<file path="config.mk">
export PLATFORM = sky130hd
export DESIGN_NAME = windowed_mismatch_parent_labeler
export DESIGN_NICKNAME = d
export VERILOG_FILES = /design/src/rtl/core/wmpl_pkg.sv /design/src/rtl/core/wmpl_cell.sv /design/src/rtl/core/wmpl_row.sv /design/src/rtl/core/wmpl_label.sv /design/src/rtl/core/windowed_mismatch_parent_labeler.sv
export VERILOG_INCLUDE_DIRS = /design/src /design/src/rtl/core
export SDC_FILE = /design/constraint.sdc
export NUM_CORES = 1
export LEC_CHECK = 0
export ABC_AREA = 1
export BUFFER_PORTS_ARGS = -buffer_cell sky130_fd_sc_hd__buf_2
export CAP_MARGIN = 20
export CORE_MARGIN = 2
export CORE_UTILIZATION = 55
export CTS_BUF_LIST = sky130_fd_sc_hd__clkbuf_16
export CTS_CLUSTER_SIZE = 10
export DETAILED_ROUTE_END_ITERATION = 12
export GPL_ROUTABILITY_DRIVEN = 1
export GPL_TIMING_DRIVEN = 0
export PLACE_DENSITY = 0.72
export SYNTH_ARGS = -nofsm -noshare
export SYNTH_HDL_FRONTEND = slang
export SYNTH_SLANG_ARGS = --single-unit
</file>
<file path="constraint.sdc">
create_clock -name clk -period 8.7 [get_ports clk]
set_input_delay 0.87 -clock clk [delete_from_list [all_inputs] [get_ports clk]]
set_output_delay 0.87 -clock clk [all_outputs]
set_load 0.01 [all_outputs]
</file>
<file path="src/rtl/core/assert_macros.svh">
// Assertion macros used by the top-level RTL file of the mismatch labeler.
`ifndef ASSERT_MACROS_SVH
`define ASSERT_MACROS_SVH
`ifndef SYNTHESIS
`define WMPL_ASSERT(lbl, prop, msg) \
    lbl: assert property (@(posedge clk) disable iff (!rst_n) (prop)) else $error(msg);
`define WMPL_ASSERT_ALWAYS(lbl, prop, msg) \
    lbl: assert property (@(posedge clk) (prop)) else $error(msg);
`else
`define WMPL_ASSERT(lbl, prop, msg)
`define WMPL_ASSERT_ALWAYS(lbl, prop, msg)
`endif
`endif

</file>
<file path="src/rtl/core/wmpl_pkg.sv">
// Types, constants and helper functions of the windowed mismatch parent labeler.
`default_nettype none
package wmpl_pkg;

    localparam int MAX_HALF     = 63;
    localparam int MAX_LEN      = 1048576;
    localparam int DEFAULT_HALF = 50;
    localparam int HALF_W       = 6;
    localparam int BASE_W       = 8;
    localparam int SUM_W        = $clog2(2 * MAX_HALF + 2);
    localparam int CNT_W        = $clog2(MAX_LEN + 1);

    typedef struct packed {
        logic [BASE_W-1:0] child_base;
        logic [BASE_W-1:0] parent_a_base;
        logic [BASE_W-1:0] parent_b_base;
        logic              last;
    } wmpl_in_t;

    typedef struct packed {
        logic             label;
        logic             base_mismatch;
        logic [CNT_W-1:0] position;
        logic [CNT_W-1:0] mismatch_total;
        logic [CNT_W-1:0] switch_total;
        logic             final_res;
    } wmpl_out_t;

    // One window position: mis_a and mis_b are the mismatch bits against A and B.
    typedef struct packed {
        logic valid;
        logic mis_b;
        logic mis_a;
    } wmpl_entry_t;

    typedef struct packed {
        logic             valid;
        logic [SUM_W-1:0] sum_a;
        logic [SUM_W-1:0] sum_b;
        wmpl_entry_t      center;
        logic             final_res;
    } wmpl_emit_t;

    function automatic logic [CNT_W-1:0] sat_inc(input logic [CNT_W-1:0] v);
        return (v < CNT_W'(MAX_LEN)) ? v + CNT_W'(1) : CNT_W'(MAX_LEN);
    endfunction

    function automatic logic [HALF_W-1:0] eff_half(input logic [HALF_W-1:0] v);
        if (v == '0)
        begin
            return HALF_W'(DEFAULT_HALF);
        end
        else if (v > HALF_W'(MAX_HALF))
        begin
            return HALF_W'(MAX_HALF);
        end
        return v;
    endfunction

endpackage
`default_nettype wire

</file>
<file path="src/rtl/core/wmpl_cell.sv">
// One cell of the window delay line: holds one position's mismatch pair.
`default_nettype none
module wmpl_cell (
    input  wire                  clk,
    input  wire                  rst_n,
    input  wire                  shift_en,
    input  wire                  clear,
    input  wire                  is_head,
    input  wmpl_pkg::wmpl_entry_t inject,
    input  wmpl_pkg::wmpl_entry_t from_up,
    output wmpl_pkg::wmpl_entry_t q
);
    import wmpl_pkg::*;

    wmpl_entry_t q_reg;
    wmpl_entry_t q_next;

    always_comb
    begin
        q_next = q_reg;
        if (clear)
        begin
            q_next = '0;
        end
        else if (shift_en)
        begin
            q_next = is_head ? inject : from_up;
        end
    end

    always_ff @(posedge clk or negedge rst_n)
    begin
        if (!rst_n)
        begin
            q_reg <= '0;
        end
        else
        begin
            q_reg <= q_next;
        end
    end

    assign q = q_reg;

endmodule
`default_nettype wire

</file>
<file path="src/rtl/core/wmpl_row.sv">
// A row of delay cells whose entry point is set by the half window width.
`default_nettype none
module wmpl_row (
    input  wire                      clk,
    input  wire                      rst_n,
    input  wire                      shift_en,
    input  wire                      clear,
    input  wire [wmpl_pkg::HALF_W-1:0] head,
    input  wmpl_pkg::wmpl_entry_t     inject,
    output wmpl_pkg::wmpl_entry_t     tail
);
    import wmpl_pkg::*;

    wmpl_entry_t cells [MAX_HALF];

    // New entries enter at cell head-1 and walk down toward cell 0, so the row
    // is exactly head cells long; cells above the head stay empty.
    for (genvar k = 0; k < MAX_HALF; k++)
    begin : g_cell
        wmpl_entry_t up;
        if (k == MAX_HALF - 1)
        begin : g_top
            assign up = '0;
        end
        else
        begin : g_mid
            assign up = cells[k+1];
        end

        wmpl_cell u_cell (
            .clk      (clk),
            .rst_n    (rst_n),
            .shift_en (shift_en),
            .clear    (clear),
            .is_head  (head == HALF_W'(k + 1)),
            .inject   (inject),
            .from_up  (up),
            .q        (cells[k])
        );
    end

    assign tail = cells[0];

endmodule
`default_nettype wire

</file>
<file path="src/rtl/core/wmpl_label.sv">
// Label decision and running totals for one window center per cycle.
`default_nettype none
module wmpl_label (
    input  wire                   clk,
    input  wire                   rst_n,
    input  wire                   clear,
    input  wmpl_pkg::wmpl_emit_t  emit,
    output logic                  res_wr,
    output wmpl_pkg::wmpl_out_t   res
);
    import wmpl_pkg::*;

    logic             prev_label_reg;
    logic             prev_label_next;
    logic [CNT_W-1:0] emitted_reg;
    logic [CNT_W-1:0] emitted_next;
    logic [CNT_W-1:0] mis_cnt_reg;
    logic [CNT_W-1:0] mis_cnt_next;
    logic [CNT_W-1:0] sw_cnt_reg;
    logic [CNT_W-1:0] sw_cnt_next;

    logic             lab;
    logic             bm;
    logic [CNT_W-1:0] pos;
    logic [CNT_W-1:0] mis;
    logic [CNT_W-1:0] sw;

    always_comb
    begin
        // A tie keeps the label of the position before.
        lab = prev_label_reg;
        if (emit.sum_a < emit.sum_b)
        begin
            lab = 1'b0;
        end
        else if (emit.sum_b < emit.sum_a)
        begin
            lab = 1'b1;
        end
        bm  = lab ? emit.center.mis_b : emit.center.mis_a;
        pos = sat_inc(emitted_reg);
        mis = bm ? sat_inc(mis_cnt_reg) : mis_cnt_reg;
        sw  = ((emitted_reg != '0) && (lab != prev_label_reg)) ? sat_inc(sw_cnt_reg)
                                                                : sw_cnt_reg;

        res.label          = lab;
        res.base_mismatch  = bm;
        res.position       = pos;
        res.mismatch_total = mis;
        res.switch_total   = sw;
        res.final_res      = emit.final_res;
        res_wr             = emit.valid;

        prev_label_next = prev_label_reg;
        emitted_next    = emitted_reg;
        mis_cnt_next    = mis_cnt_reg;
        sw_cnt_next     = sw_cnt_reg;
        if (clear || (emit.valid && emit.final_res))
        begin
            prev_label_next = 1'b0;
            emitted_next    = '0;
            mis_cnt_next    = '0;
            sw_cnt_next     = '0;
        end
        else if (emit.valid)
        begin
            prev_label_next = lab;
            emitted_next    = pos;
            mis_cnt_next    = mis;
            sw_cnt_next     = sw;
        end
    end

    always_ff @(posedge clk or negedge rst_n)
    begin
        if (!rst_n)
        begin
            prev_label_reg <= 1'b0;
            emitted_reg    <= '0;
            mis_cnt_reg    <= '0;
            sw_cnt_reg     <= '0;
        end
        else
        begin
            prev_label_reg <= prev_label_next;
            emitted_reg    <= emitted_next;
            mis_cnt_reg    <= mis_cnt_next;
            sw_cnt_reg     <= sw_cnt_next;
        end
    end

endmodule
`default_nettype wire

</file>
<file path="src/rtl/core/windowed_mismatch_parent_labeler.sv">
// Top level of the windowed mismatch parent labeler.
// The block takes one aligned position per clock while src_stall is low and labels each
// position with the parent (A or B) that has fewer child mismatches over a centered window
// of 2*half+1 positions, clipped at both sequence ends. Results lag the input by half items,
// then pass the emit register (shift, window sums) and the label stage (label, totals) into
// the result queue. After the item marked last the block flushes the delay line with half
// empty shifts, at most one result each, and holds src_stall high meanwhile; the next
// sequence may start in the cycle after that. A four-item result queue lets input keep
// flowing while a result waits to be taken. Writing cfg_wdata restarts the sequence state.
`default_nettype none
`include "assert_macros.svh"
module windowed_mismatch_parent_labeler (
    input  wire                        clk,
    input  wire                        rst_n,
    input  wire                        cfg_we,
    input  wire [wmpl_pkg::HALF_W-1:0] cfg_wdata,
    input  wire                        src_valid,
    output logic                       src_stall,
    input  wmpl_pkg::wmpl_in_t         src_data,
    output logic                       res_valid,
    input  wire                        res_stall,
    output wmpl_pkg::wmpl_out_t        res_data
);
    import wmpl_pkg::*;

    localparam int FIFO_DEPTH = 4;
    localparam int PTR_W      = $clog2(FIFO_DEPTH);
    localparam int FCNT_W     = $clog2(FIFO_DEPTH + 2);

    logic [HALF_W-1:0] h_reg;
    logic [HALF_W-1:0] h_next;
    logic              flushing_reg;
    logic              flushing_next;
    logic [HALF_W-1:0] flush_cnt_reg;
    logic [HALF_W-1:0] flush_cnt_next;
    logic [SUM_W-1:0]  sum_a_reg;
    logic [SUM_W-1:0]  sum_a_next;
    logic [SUM_W-1:0]  sum_b_reg;
    logic [SUM_W-1:0]  sum_b_next;
    wmpl_emit_t        emit_reg;
    wmpl_emit_t        emit_next;

    logic              advance;
    logic              src_take;
    logic              dummy_push;
    logic              last_dummy;
    logic              push;
    logic              seq_clear;
    wmpl_entry_t       new_entry;
    wmpl_entry_t       f_tail;
    wmpl_entry_t       center_q;
    wmpl_entry_t       g_tail;
    logic [SUM_W-1:0]  sum_a_calc;
    logic [SUM_W-1:0]  sum_b_calc;

    logic              res_wr;
    wmpl_out_t         res_new;
    wmpl_out_t         fifo_mem_reg [FIFO_DEPTH];
    logic [PTR_W-1:0]  wr_ptr_reg;
    logic [PTR_W-1:0]  wr_ptr_next;
    logic [PTR_W-1:0]  rd_ptr_reg;
    logic [PTR_W-1:0]  rd_ptr_next;
    logic [FCNT_W-1:0] fifo_count_reg;
    logic [FCNT_W-1:0] fifo_count_next;
    logic              pop;

    // The queue must hold whatever is in flight, so new work starts only while the
    // queued results plus the one in the label stage leave a free slot.
    assign advance    = (fifo_count_reg + FCNT_W'(emit_reg.valid)) < FCNT_W'(FIFO_DEPTH);
    assign src_stall  = !advance || flushing_reg;
    assign src_take   = src_valid && !src_stall;
    assign dummy_push = flushing_reg && advance;
    assign last_dummy = dummy_push && (flush_cnt_reg == HALF_W'(1));
    assign push       = src_take || dummy_push;
    assign seq_clear  = last_dummy || cfg_we;

    always_comb
    begin
        new_entry = '0;
        if (src_take)
        begin
            new_entry.valid = 1'b1;
            new_entry.mis_a = (src_data.child_base != src_data.parent_a_base);
            new_entry.mis_b = (src_data.child_base != src_data.parent_b_base);
        end
    end

    // Front row: the half newest positions. Then the window center, then the back row.
    wmpl_row u_front (
        .clk      (clk),
        .rst_n    (rst_n),
        .shift_en (push),
        .clear    (seq_clear),
        .head     (h_reg),
        .inject   (new_entry),
        .tail     (f_tail)
    );

    wmpl_cell u_center (
        .clk      (clk),
        .rst_n    (rst_n),
        .shift_en (push),
        .clear    (seq_clear),
        .is_head  (1'b1),
        .inject   (f_tail),
        .from_up  (f_tail),
        .q        (center_q)
    );

    wmpl_row u_back (
        .clk      (clk),
        .rst_n    (rst_n),
        .shift_en (push),
        .clear    (seq_clear),
        .head     (h_reg),
        .inject   (center_q),
        .tail     (g_tail)
    );

    // The back row's tail is the position that leaves the window on this shift.
    assign sum_a_calc = sum_a_reg + SUM_W'(new_entry.mis_a)
                        - SUM_W'(g_tail.valid & g_tail.mis_a);
    assign sum_b_calc = sum_b_reg + SUM_W'(new_entry.mis_b)
                        - SUM_W'(g_tail.valid & g_tail.mis_b);

    always_comb
    begin
        h_next         = h_reg;
        flushing_next  = flushing_reg;
        flush_cnt_next = flush_cnt_reg;
        sum_a_next     = sum_a_reg;
        sum_b_next     = sum_b_reg;

        emit_next           = '0;
        emit_next.sum_a     = sum_a_calc;
        emit_next.sum_b     = sum_b_calc;
        emit_next.center    = f_tail;
        emit_next.final_res = last_dummy;
        emit_next.valid     = push && f_tail.valid && !cfg_we;

        if (cfg_we)
        begin
            h_next        = eff_half(cfg_wdata);
            flushing_next = 1'b0;
        end
        else if (src_take && src_data.last)
        begin
            flushing_next  = 1'b1;
            flush_cnt_next = h_reg;
        end
        else if (dummy_push)
        begin
            flush_cnt_next = flush_cnt_reg - HALF_W'(1);
            if (last_dummy)
            begin
                flushing_next = 1'b0;
            end
        end

        if (seq_clear)
        begin
            sum_a_next = '0;
            sum_b_next = '0;
        end
        else if (push)
        begin
            sum_a_next = sum_a_calc;
            sum_b_next = sum_b_calc;
        end
    end

    always_ff @(posedge clk or negedge rst_n)
    begin
        if (!rst_n)
        begin
            h_reg         <= HALF_W'(DEFAULT_HALF);
            flushing_reg  <= 1'b0;
            flush_cnt_reg <= '0;
            sum_a_reg     <= '0;
            sum_b_reg     <= '0;
            emit_reg      <= '0;
        end
        else
        begin
            h_reg         <= h_next;
            flushing_reg  <= flushing_next;
            flush_cnt_reg <= flush_cnt_next;
            sum_a_reg     <= sum_a_next;
            sum_b_reg     <= sum_b_next;
            emit_reg      <= emit_next;
        end
    end

    wmpl_label u_label (
        .clk    (clk),
        .rst_n  (rst_n),
        .clear  (cfg_we),
        .emit   (emit_reg),
        .res_wr (res_wr),
        .res    (res_new)
    );

    assign res_valid = (fifo_count_reg != '0);
    assign res_data  = fifo_mem_reg[rd_ptr_reg];
    assign pop       = res_valid && !res_stall;

    always_comb
    begin
        wr_ptr_next     = res_wr ? wr_ptr_reg + PTR_W'(1) : wr_ptr_reg;
        rd_ptr_next     = pop ? rd_ptr_reg + PTR_W'(1) : rd_ptr_reg;
        fifo_count_next = fifo_count_reg + FCNT_W'(res_wr) - FCNT_W'(pop);
    end

    always_ff @(posedge clk or negedge rst_n)
    begin
        if (!rst_n)
        begin
            wr_ptr_reg     <= '0;
            rd_ptr_reg     <= '0;
            fifo_count_reg <= '0;
        end
        else
        begin
            wr_ptr_reg     <= wr_ptr_next;
            rd_ptr_reg     <= rd_ptr_next;
            fifo_count_reg <= fifo_count_next;
        end
    end

    always_ff @(posedge clk)
    begin
        if (res_wr)
        begin
            fifo_mem_reg[wr_ptr_reg] <= res_new;
        end
    end

    `WMPL_ASSERT(a_fifo_bound, fifo_count_reg <= FCNT_W'(FIFO_DEPTH), "result queue overflow")
    `WMPL_ASSERT(a_sum_a_bound, sum_a_reg <= ({h_reg, 1'b1}), "window sum A exceeds window")
    `WMPL_ASSERT(a_sum_b_bound, sum_b_reg <= ({h_reg, 1'b1}), "window sum B exceeds window")
    `WMPL_ASSERT(a_last_starts_flush, (src_take && src_data.last) |=> flushing_reg, "no flush")
    `WMPL_ASSERT(a_flush_final, last_dummy |=> (emit_reg.valid && emit_reg.final_res), "no final")

endmodule
`default_nettype wire
</file>
==> results.json, run 1 <==
{
  "via_count": 29200,
  "slew_violations": 0,
  "final_util": 0.621,
  "cts_tree": "done",
  "fin_crit_sh": 0.492,
  "fill_cells": 5432,
  "setup_violations": 0,
  "max_stage_delay_ns": 0.49,
  "overflow": 0,
  "crit_fanout": 10,
  "drt-initial-drc-count": 3043,
  "seqCellArea_um2": 20400,
  "postCtsSetupRepairBufs": 0,
  "die_y_um": 258,
  "syn_avg_cell_area_um2": 8.77,
  "grtUsageTotal": 0.300,
  "multiInputGateArea_um2": 13000,
  "synth-seq-cells": 761,
  "diodes": 0,
  "final_layout_size_suffix_gt1_frac": 0.0753,
  "hold_path.class": "in2async",
  "synth_ff_type": "dfrtp_1",
  "yosysWarnings": 0,
  "required_ns": 9.29,
  "grt_max_degree": 126,
  "cp.arrival_ns": 4.87,
  "drtPass1Iterations": 7,
  "coreArea_um2": 64200,
  "syn_to_final_growth_pct": 12.3,
  "clockBufferDepth": 3,
  "cp-start-kind": "flop",
  "floorplan.rows": 93,
  "worstPathCellList": "ha_1, ha_1, nand2_1, nand2_2, nor3_4, nand2_1, clkbuf_1, ha_1, inv_1, ha_1, fa_1, nand3_1, nand3_1, nand2_1, nand2_1, a21oi_1, xor2_1, nand2_1, nand2_1",
  "yosysSeqAreaShare": 0.573,
  "finish.instance_area_um2": 39900,
  "cts_made_buffers": 87,
  "endpoint_kind": "flop",
  "cts_hold_buf": 0,
  "hold_ws_ns": 0.213,
  "maxCapViolCount": 0,
  "async_flop_share": 0.653,
  "antenna_found_initial": 0,
  "synth_cell_type_count": 45,
  "ant_nets": 0,
  "grt_pass1_vias": 28400,
  "synth_edf_count": 264,
  "syn_inst": 4052,
  "clk_pin_slew_ns": 0.06,
  "pwr_density_cell_nw_per_um2": 252,
  "place.gp.congestion": 0.953,
  "cp_slowest_cell": "nand2_1",
  "largest_reg_flops": 264,
  "die_w_um": 258,
  "synth_fp_nets": 4125,
  "grt_pass1_wl_um": 157000,
  "ir_drop_uv": 165,
  "initial_utilization": 0.553,
  "finalClockSkew_ns": 0.0273,
  "die_area_um2": 66700,
  "hold_viol": 0,
  "ioPinCount": 104,
  "remaining_drc_errors": 0,
  "crit_type": "reg2reg",
  "relSlewSlack": 0.170,
  "htreeDepth": 3,
  "p_leak_nw": 17.1,
  "ctsRootBufferMaster": "clkbuf_16",
  "hpwlAfterDp_um": 66700,
  "rsz0062_at_grt": "no",
  "fmax_mhz": 234,
  "outcome": "finished clean",
  "period_minus_slack_ns": 4.28,
  "io_buffers": 102,
  "insertion_delay_ns": 0.66,
  "ctsResizeCount": 0,
  "cts_sinks": 761,
  "wire_per_inst_um": 19.2,
  "syn_area_um2": 35500,
  "placed_cell_area_um2": 37400,
  "finalWirelength_um": 99000,
  "tightest_slew_ns": 1.24,
  "final_nets": 4324,
  "vias_per_cell": 5.66,
  "path_common_cell": "nand2_1"
}
-- cells in the mapped netlist, types with 3 or more instances --
master	count	area [um^2]
nand2_1	1163	4370
or2_2	22	138
o2111ai_1	6	52.6
buf_1	5	18.8
buf_4	9	67.6
edfxtp_1	264	7930
and2_1	3	18.8
nor2_1	297	1110
o21ai_0	425	2130
nand4_1	23	144
inv_1	274	1030
nand3_1	71	355
a21oi_1	116	581
ha_1	35	438
nor2_2	3	18.8
buf_6	5	56.3
o22ai_1	115	719
clkinv_1	24	90.1
o211ai_1	96	721
nor3_1	15	75.1
xor2_1	45	394
dfrtp_1	494	12400
clkbuf_1	150	563
xnor2_1	11	96.3
a31oi_1	4	25.0
buf_2	59	295
inv_2	6	22.5
dfstp_2	3	78.8
o21ai_1	285	1430
-- kinds of logic (layout without fill, tap and decap cells) --
family / count (synthesis) / in the layout / synth area share
AOI/OAI and AO/OA: 1057 / 1057 / 0.161
buffers and inverters: 532 / 784 / 0.0603
DFF: 761 / 761 / 0.573
xor gates and xnor gates: 56 / 56 / 0.0138
and+or+nand+nor: 1609 / 1609 / 0.178
adders and majority gates: 37 / 37 / 0.0134
-- cells in the final DEF (no fill, tap or decap), types with 3 or more instances in the layout --
cell type  synthesis  layout
nand3_1           71      71
buf_2             59     160
nor2_1           297     297
xor2_1            45      45
dfrtp_1          494     494
o21ai_1          285     285
nor3_1            15      15
a21oi_1          116     116
nand2_1         1163    1163
inv_1            274     315
and2_1             3       3
buf_1              5       5
o21ai_0          425     425
edfxtp_1         264     264
o2111ai_1          6       6
ha_1              35      35
o22ai_1          115     115
nor2_2             3       3
inv_16             0       4
inv_2              6       6
or2_2             22      22
inv_4              0       4
dfstp_2            3       3
clkinv_1          24      26
o211ai_1          96      96
buf_4              9       9
buf_6              5       5
nand4_1           23      23
clkbuf_16          0      88
clkbuf_1         150     150
xnor2_1           11      11
buf_16             0       8
a31oi_1            4       4
-- per-layer routing --
layer / vias to the layer above / global-route usage / share of wire
li1: 13900 / - / -
met2: 1026 / 0.492 / 0.47
met4: 0 / 0.138 / 0.048
met5: - / 0 / 0
met1: 14000 / 0.399 / 0.42
met3: 259 / 0.0439 / 0.065
-- through the flow --
step	instances	power, mW	setup slack, ns	TNS, ns
after floorplan	4052	5.72	5.44	0
after global placement	5009	6.72	-3.62	-1761.73
after detailed placement	5017	6.76	4.03	0
after CTS	5159	10.1	4.41	0
after global routing	5159	10.5	4.17	0
final	5159	10.0	4.42	0
-- layout make-up --
class                   count  share of cell area
clock buffers              88              0.0552
clock inverters            54             0.00834
flip-flops and latches    761               0.510
well taps                 855              0.0268
inverters                 304              0.0288
multi-input cells        2759               0.327
repair buffers            110              0.0186
plain buffers             228              0.0251
-- power breakdown --
| part | internal, mW | leakage, nW | switching [mW] |
|---|---|---|---|
| clock | 1.86 | 1.40 | 1.46 |
| combinational | 0.796 | 6.19 | 1.92 |
| sequential | 3.91 | 9.56 | 0.0995 |
-- worst max-delay path: cells and delay by family, from the launching register on --
kind                       cells  cell delay, ns
xor gates and xnor gates       1            0.24
AOI/OAI and AO/OA              1            0.16
and+or+nand+nor               10            1.54
adders and majority gates      5            1.39
DFF                            1            0.38
buffers and inverters          2            0.49
-- path summary, 6_finish.rpt --
path                            cells after the start                            end                          start  slack (ns)
worst max register to register                     19                   sum_a_reg[6]                   emit_reg[18]        4.42
worst min-delay path                                1  u_back.g_cell[55].u_cell.q[2]                          rst_n        0.21
worst min register to register                      0                    emit_reg[1]  u_front.g_cell[0].u_cell.q[0]        0.37
min in group clk                                    0                    emit_reg[1]  u_front.g_cell[0].u_cell.q[0]        0.37
max in group asynchronous                           3         u_label.emitted_reg[6]                          rst_n        7.05
worst max-delay path                               19                   sum_a_reg[6]                   emit_reg[18]        4.42
Power figures use the tool's default switching activity.
==> run 2: changes to the inputs <==
Settings changed: PLACE_DENSITY 0.72 to 0.75.
Clock period 8.7 ns to 3.8 ns, I/O delays scaled along.
==> run 2 against run 1 <==
Net effect:
- clock-buffer cell count shrank 2
- sequential share of layout area shrank 0.056 points
- wire length shrank 1.4%
- clock power grew 120%
- global-route usage shrank 0.40 points
- total power grew 130%
- combinational power grew 130%
- via count grew 0.91%
- critical endpoint is now res_data[64]
- largest cell class unchanged
==> results.json, run 2 (synthesis results as in run 1) <==
{
  "outcome": "finished clean",
  "final_layout_size_suffix_gt1_frac": 0.0767,
  "path_common_cell": "clkbuf_1",
  "hpwlAfterDp_um": 65500,
  "grt_pass1_vias": 28200,
  "reg2reg_depth": 21,
  "maxCapViolCount": 0,
  "relSlewSlack": 0.187,
  "die_w_um": 258,
  "die_y_um": 258,
  "cts_tree": "done",
  "critPathLaunch": "rd_ptr_reg[0]",
  "ctsRootBufferMaster": "clkbuf_16",
  "slew_violations": 0,
  "final_cell_mix": "nand2_1 (1162), dfrtp_1 (494), o21ai_0 (425), inv_1 (309), nor2_1 (297)",
  "drtPass1Iterations": 6,
  "finalWirelength_um": 97600,
  "cp_slowest_cell": "clkbuf_1",
  "via_count": 29500,
  "clk_pin_slew_ns": 0.06,
  "drt-initial-drc-count": 3302,
  "finalClockSkew_ns": 0.0195,
  "r2r-start": "emit_reg[18]",
  "cts_made_buffers": 86,
  "grt_max_degree": 125,
  "cp.arrival_ns": 3.23,
  "period_minus_slack_ns": 3.61,
  "endpoint": "res_data[64]",
  "endpoint_kind": "output port",
  "worstPathCellList": "clkbuf_1, clkbuf_1, clkbuf_1, o21ai_0, o22ai_1, buf_2",
  "max_stage_delay_ns": 0.60,
  "grtUsageTotal": 0.296,
  "hold_path.class": "in2reg",
  "wire_per_inst_um": 18.9,
  "final_util": 0.622,
  "fmax_mhz": 277,
  "r2r_slack_ns": 0.25,
  "crit_type": "reg2out",
  "antenna_found_initial": 1,
  "fill_cells": 5403,
  "remaining_drc_errors": 0,
  "stdcell_count": 5160,
  "coreArea_um2": 64200,
  "ir_drop_uv": 366,
  "cp-start-kind": "flop",
  "required_ns": 3.42,
  "insertion_delay_ns": 0.66,
  "cts_sinks": 761,
  "tightest_slew_ns": 1.22,
  "io_buffers": 102,
  "htreeDepth": 3,
  "ant_nets": 0,
  "hold_viol": 0,
  "power.total_mw": 22.9,
  "fin_setup_tns_ns": 0,
  "crit_fanout": 10,
  "vias_per_cell": 5.71,
  "r2r-end": "sum_b_reg[6]",
  "diodes": 0,
  "final_common_cell": "nand2_1",
  "p_leak_nw": 17.1,
  "clockBufferDepth": 3,
  "largest_reg_flops": 264,
  "ioPinCount": 104,
  "rsz0062_at_grt": "no",
  "overflow": 0,
  "pwr_density_cell_nw_per_um2": 572,
  "final_nets": 4333,
  "die_area_um2": 66700,
  "grt_pass1_wl_um": 156000,
  "initial_utilization": 0.553,
  "place.gp.congestion": 0.978,
  "floorplan.rows": 93,
  "fin_crit_sh": 0.950,
  "setup_violations": 0,
  "dp_cells": 5017,
  "syn_to_final_growth_pct": 12.4
}
[run 2: repair_timing]
action / 4_1_cts / 5_1_grt
resized for setup: 2 / 6
hold buffers: 7 / 0
endpoints found under the hold margin: 54 / 0
setup buffers: 3 / 2
endpoints found under the setup margin: 14 / 4
pin swaps: 1 / 0
[run 2: power breakdown]
part / switching (mW) / leakage [nW] / internal, mW / total (mW)
Combinational: 4.45 / 6.25 / 1.86 / 6.31
Sequential: 0.225 / 9.56 / 8.94 / 9.17
Clock: 3.29 / 1.33 / 4.09 / 7.38
[run 2: stage by stage]
stage / setup slack [ns] / cell area (um^2) / hold slack (ns)
floorplan: 0.628 / 35500 / 0.0844
detailed placement: -0.509 / 37400 / 0.333
CTS: 0.0352 / 39900 / 0.0822
finish: 0.192 / 39900 / 0.111
global placement: -7.95 / 37100 / 0.363
global route: 0.0363 / 39900 / 0.0918
[run 2: final cells by class]
cell class / instances / area, um^2 / share of cell area
sequential: 761 / 20400 / 0.510
multi-input combinational: 2759 / 13000 / 0.327
clock buffer: 86 / 2150 / 0.0539
inverter: 304 / 1150 / 0.0288
tap: 855 / 1070 / 0.0268
buffer: 226 / 1000 / 0.0251
timing repair buffer: 122 / 861 / 0.0215
clock inverter: 47 / 295 / 0.00739
[run 2: worst min-delay path by stage]
stage,start,end,slack [ns],depth (start not counted)
detailed placement,rst_n,u_back.g_cell[53].u_cell.q[2],0.33,1
global placement,u_front.g_cell[0].u_cell.q[0],emit_reg[1],0.36,0
finish,cfg_we,h_reg[5],0.11,3
floorplan,rst_n,emit_reg[0],0.08,0
global route,cfg_we,h_reg[5],0.09,3
CTS,cfg_we,h_reg[5],0.08,3
[run 2: layer usage]
| metal | wire length [um] | track usage | part of all wire |
|---|---|---|---|
| met5 | 8 | 0 | 0.000082 |
| met4 | 4590 | 0.132 | 0.047 |
| met3 | 7350 | 0.0465 | 0.075 |
| met2 | 45500 | 0.480 | 0.47 |
| met1 | 40200 | 0.398 | 0.41 |
[run 2: critical path, delay by kind of cell (launching register included)]
family,cells,cell delay [ns]
compound gates,2,0.52
buf+inv,4,1.71
flops,1,0.33
